## config.mk

```make
export PLATFORM = sky130hd
export DESIGN_NAME = hbs_ram
export DESIGN_NICKNAME = d
export VERILOG_FILES = /design/src/sv/assert_macros.svh /design/src/sv/hbs_ram.sv
export SDC_FILE = /design/constraint.sdc
export NUM_CORES = 2
export LEC_CHECK = 0
export BUFFER_PORTS_ARGS = -buffer_cell sky130_fd_sc_hd__buf_2
export CAP_MARGIN = 5
export CORE_ASPECT_RATIO = 1.4
export CORE_MARGIN = 2
export CORE_UTILIZATION = 60
export CTS_BUF_LIST = sky130_fd_sc_hd__clkbuf_8 sky130_fd_sc_hd__clkbuf_16
export DETAILED_ROUTE_END_ITERATION = 12
export PLACE_DENSITY_LB_ADDON = 0.25
export SETUP_SLACK_MARGIN = 0.5
export SLEW_MARGIN = 20
export SYNTH_ARGS = -nofsm -noshare
export SYNTH_HDL_FRONTEND = slang
export SYNTH_SLANG_ARGS = --single-unit
```

## constraint.sdc

```tcl
create_clock -name clk_i -period 8 [get_ports clk_i]
set_input_delay 0.4 -clock clk_i [delete_from_list [all_inputs] [get_ports clk_i]]
set_output_delay 0.4 -clock clk_i [all_outputs]
set_load 0.01 [all_outputs]
```

## src/sv/assert_macros.svh

```systemverilog
// Assertion macros used by the RTL.
`ifndef ASSERT_MACROS_SVH
`define ASSERT_MACROS_SVH

// Same-cycle implication, disabled while reset is asserted.
`define ASSERT_SAME(label, clk, rst_n, ante, cons, msg) \
  label: assert property (@(posedge clk) disable iff (!(rst_n)) (ante) |-> (cons)) \
    else $error(msg);

// Next-cycle implication, disabled while reset is asserted.
`define ASSERT_NEXT(label, clk, rst_n, ante, cons, msg) \
  label: assert property (@(posedge clk) disable iff (!(rst_n)) (ante) |=> (cons)) \
    else $error(msg);

`endif

```

## src/sv/hbs_ram.sv

```systemverilog
// Generic single-write, single-read RAM with registered read data.
`default_nettype none

module hbs_ram #(
  parameter int DataWidth = 64,
  parameter int Depth     = 64,
  localparam int AddrW    = (Depth > 1) ? $clog2(Depth) : 1
) (
  input  logic                 clk_i,
  input  logic                 we_i,
  input  logic [AddrW-1:0]     waddr_i,
  input  logic [DataWidth-1:0] wdata_i,
  input  logic [AddrW-1:0]     raddr_i,
  output logic [DataWidth-1:0] rdata_o
);

  logic [DataWidth-1:0] mem [Depth];
  logic [DataWidth-1:0] rdata_q;

  always_ff @(posedge clk_i) begin
    if (we_i) begin
      mem[waddr_i] <= wdata_i;
    end
    rdata_q <= mem[raddr_i];
  end

  assign rdata_o = rdata_q;

endmodule

`default_nettype wire

```

; ---- After elaboration in Yosys (flattened, before gate mapping)
; Memories as Yosys holds them, arrays and structs flattened. A register that Yosys moved wholly into a read port is not among the register bits.
; Index checks and enable logic that the tools add are counted.
[totals]
mem_count = 1
out_inout_bits = 64
register_bits = 0
ramBits = 4096
word_cells = 3
[classes]
muxes = 2
[memory_table]
columns = name, words, width, rd, rd_ports_with_merged_regs, write_ports, line_no
row1 = mem, 64, 64, 1, 1, 1, hbs_ram.sv:17  ; logic [DataWidth-1:0] mem [Depth];
[op_table]
columns = cell, n
row1 = 1-bit 2-to-1 mux, 2

; ---- Longest topological paths before layout
[logic_depth]
ltp_word = 2
mapped_depth = 9
ltp_nobuf = 5

; ---- Least setup slack after synthesis
; No wires, ideal clock.
[synth_path]
path_type = in2reg
from = input waddr_i[3]
to = memory mem[48][0] (enable)
cell_stages = 4
arrival_ns = 5.272
setup_time_ns = 0.564
setup_slack_ns = 2.164
required_time_ns = 7.436
path_buffers = 1
path_cell_list = clkbuf_1 nor2b_1 nand4b_1 nor3_1
[synth_lines]
columns = item, line_no
row1 = from (decl), hbs_ram.sv:11  ; input logic [AddrW-1:0] waddr_i,
row2 = to (decl), hbs_ram.sv:17
; No word-level cell before the write port.

; ---- Worst setup path in the final report
[layout_path]
from = input waddr_i[2]
to = memory mem[37][36] (enable)
; No word-level cell before the write port.

==> results.cfg <==
[synth]
netlist_area_um2 = 156000
synth_area_leaders = edfxtp_1 (79%), mux4_2 (15%), mux2i_1 (0.86%)
synthSimpleGateAreaFrac = 0.0124
synth_edf_count = 4096
yosysSeqAreaShare = 0.795
synth_seq_cells = 4160
yosysMostFrequentCell = edfxtp_1
syn-num-nets = 6676
synth_cell_types = 33
synth_common_cells = edfxtp_1 (4096), mux4_2 (1024), buf_2 (170), a22oi_1 (168), clkbuf_1 (140)
synth_xor_area_frac = 0
synth_compound_area_frac = 0.0248
yosysTopAreaCellShare = 0.787
avgSynthCellArea_um2 = 23.7
async_flop_share = 0
ys.flop_type = edfxtp_1
synthAdderAreaFrac = 0
synth_top_family_by_area = multiplexers
synth.mux.area_fraction = 0.156
yosys.area.top_type = edfxtp_1
syn-instance-count = 6598
ys_warn_count = 0

[clocking]
post_cts_resized = 0
root_buffer = clkbuf_16
clk_latency_ps = 950
clock-sinks = 4160
post_cts_buffers = 0
cts.reportedPaths.clkPinSlew_ps = 60
cts_made_buffers = 373
cts_hold_buf = 0
h-tree-depth = 5
cts_tree = built
cts_buffer_depth = 4

[worst_setup_path]
critPathCaptureType = register
crit_fanout = 43
cp.required_ps = 8520
slowest_stage = nor2_4
critPathTopFamily = simple AND/OR/NAND/NOR gates
path_cells = buf_2 > nor2b_1 > nand3_1 > nor2_4 > buf_4
crit_buf_inv = 2
arrival_ps = 3610
worstSetupStartpointType = input pin
cpPeakStageDelay_ps = 1130
setup.worst_path.class = input pin to register

[route]
drt-met1-wl_um = 142000
routed_via_density = 7.16
drc = 0
drtAntennaViolNets = 0
wl_met3_um = 47700
drt_pass1_iterations = 6
topRoutingLayerUsed = met5
vias = 76700
wl_met2_um = 213000
wl_per_cell_um = 39.6
routed_wl_um = 425000
drt_iter0_markers = 11800

[sta]
slew_headroom = 0.169
worstMarginPinSlew_ps = 1250
drv_slew = 0
setup_tns_ps = 0
max_freq_mhz = 324
setup_viol = 0
skew_ps = 38.5
rsz0062_at_grt = no
finalHoldViolations = 0
post-route-period-util = 0.386
fin_crit_ps = 3090
hold_ws_ps = 18.8

[power]
peakVddDrop_v = 0.000258
p_leak_nw = 54.6
clkPwrFrac = 0.408
switchingPower_w = 0.00918
p_int_w = 0.0352
p_per_area_nw_per_um2 = 254
power_frac_comb = 0.045
sw_frac_of_total = 0.207
p_seq_frac = 0.547

[global_routing]
grt_max_degree = 140
grt-ovfl-total = 0
grtUsageTotal = 0.321
grt_pass1_vias = 76700
grt_pass1_wl_um = 591000
antenna_found_initial = 30

[floorplan]
die_area_um2 = 265000
row_count = 221
ioPinCount = 142
die_y_um = 608
chipWidth_um = 435
start_util = 0.603
core_area_um2 = 259000

[worst_hold_path]
worstHoldPathType = input pin to register

[place]
dp_hpwl_um = 217000
place_congestion = 0.831
io_buffers = 141

[status]
status = complete, no violations

[cells_and_area]
syn_to_final_growth_pct = 11.6
num-fill-cells = 15400
drive_gt1_frac = 0.279
finalNetCount = 7018

[run]
cap_violations = 0
stage by stage:
step | std cells | util | total power (W) | setup WS [ps] | instance area, µm²
after floorplan | 6598 | - | 0.0258 | 2160 | 156000
after global placement | 10000 | 0.625 | 0.0266 | 4150 | 162000
after detailed placement | 10000 | 0.625 | 0.0267 | 4060 | 162000
after CTS | 10700 | 0.673 | 0.0444 | 4990 | 174000
after global routing | 10700 | 0.673 | 0.0453 | 4870 | 174000
final | 10700 | 0.673 | 0.0443 | 4910 | 174000
power by group through the flow:
stage	logic, W	clock network [W]	registers (W)
3_3_place_gp	0.00195	0	0.0247
6_report	0.00201	0.0181	0.0242
5_1_grt	0.00211	0.0190	0.0242
3_5_place_dp	0.00199	0	0.0247
4_1_cts	0.00200	0.0182	0.0242
2_1_floorplan	0.00112	0	0.0247
routing by layer:
metal	vias to the layer above	global-route usage
li1	29100	-
met1	41200	0.420
met2	5337	0.529
met3	1086	0.0669
met4	16	0.140
met5	-	0
kinds of logic after synthesis:
| group | Yosys count |
|---|---|
| simple gates | 386 |
| flops | 4160 |
| buf+inv | 389 |
| mux | 1159 |
| compound gates | 504 |
placed cells by master (no fill, tap or decap), types with 3 or more instances in the layout:
master      instances
clkinv_4            4
nor2_1             47
nand2b_1            6
bufinv_16          44
inv_1              83
nor2b_1            24
clkinv_2           68
clkinv_1           62
a31oi_1            18
mux2i_1           135
nand2_1            55
nand2b_2            4
edfxtp_1         4096
inv_6               8
diode_2            17
or3_1              29
nand3_1            45
buf_12             28
dfxtp_1            64
clkinvlp_4         21
buf_4             179
nor2b_4             3
o22ai_1            83
a22oi_1           168
mux4_2           1024
a2bb2oi_1          19
a41oi_1            26
o221ai_1           38
a22o_1             88
nor2_4             65
buf_2             120
buf_6               4
a211oi_1           63
clkbuf_16         382
and3_1             64
or2_2              28
clkbuf_8           22
state kept, by name, summed over array words and instances, names as in the netlist:
name	cells
mem	4096
rdata_o	64
layout make-up:
class                   instances  area [µm²]  share of cell area
repair buffers                337        2660              0.0152
clock inverters               273        2430              0.0139
well taps                    3456        4320              0.0248
inverters                      19        71.3            0.000409
clock buffers                 404        9860              0.0565
multi-input cells            2049       30800               0.176
diodes                         17        42.5            0.000244
flip-flops and latches       4160      124000               0.712
path summary, 6_finish.rpt:
| path | start | endpoint | slack [ps] | cells past startpoint |
|---|---|---|---|---|
| setup / recovery | waddr_i[2] | mem[37][36] | 4910 | 5 |
| hold / removal | wdata_i[17] | mem[20][17] | 20 | 1 |
| setup reg to reg | mem[42][38] | rdata_o[38] | 5830 | 5 |
| hold reg to reg | mem[46][18] | rdata_o[18] | 830 | 4 |
Note: power is estimated with default switching activity, not from simulation.
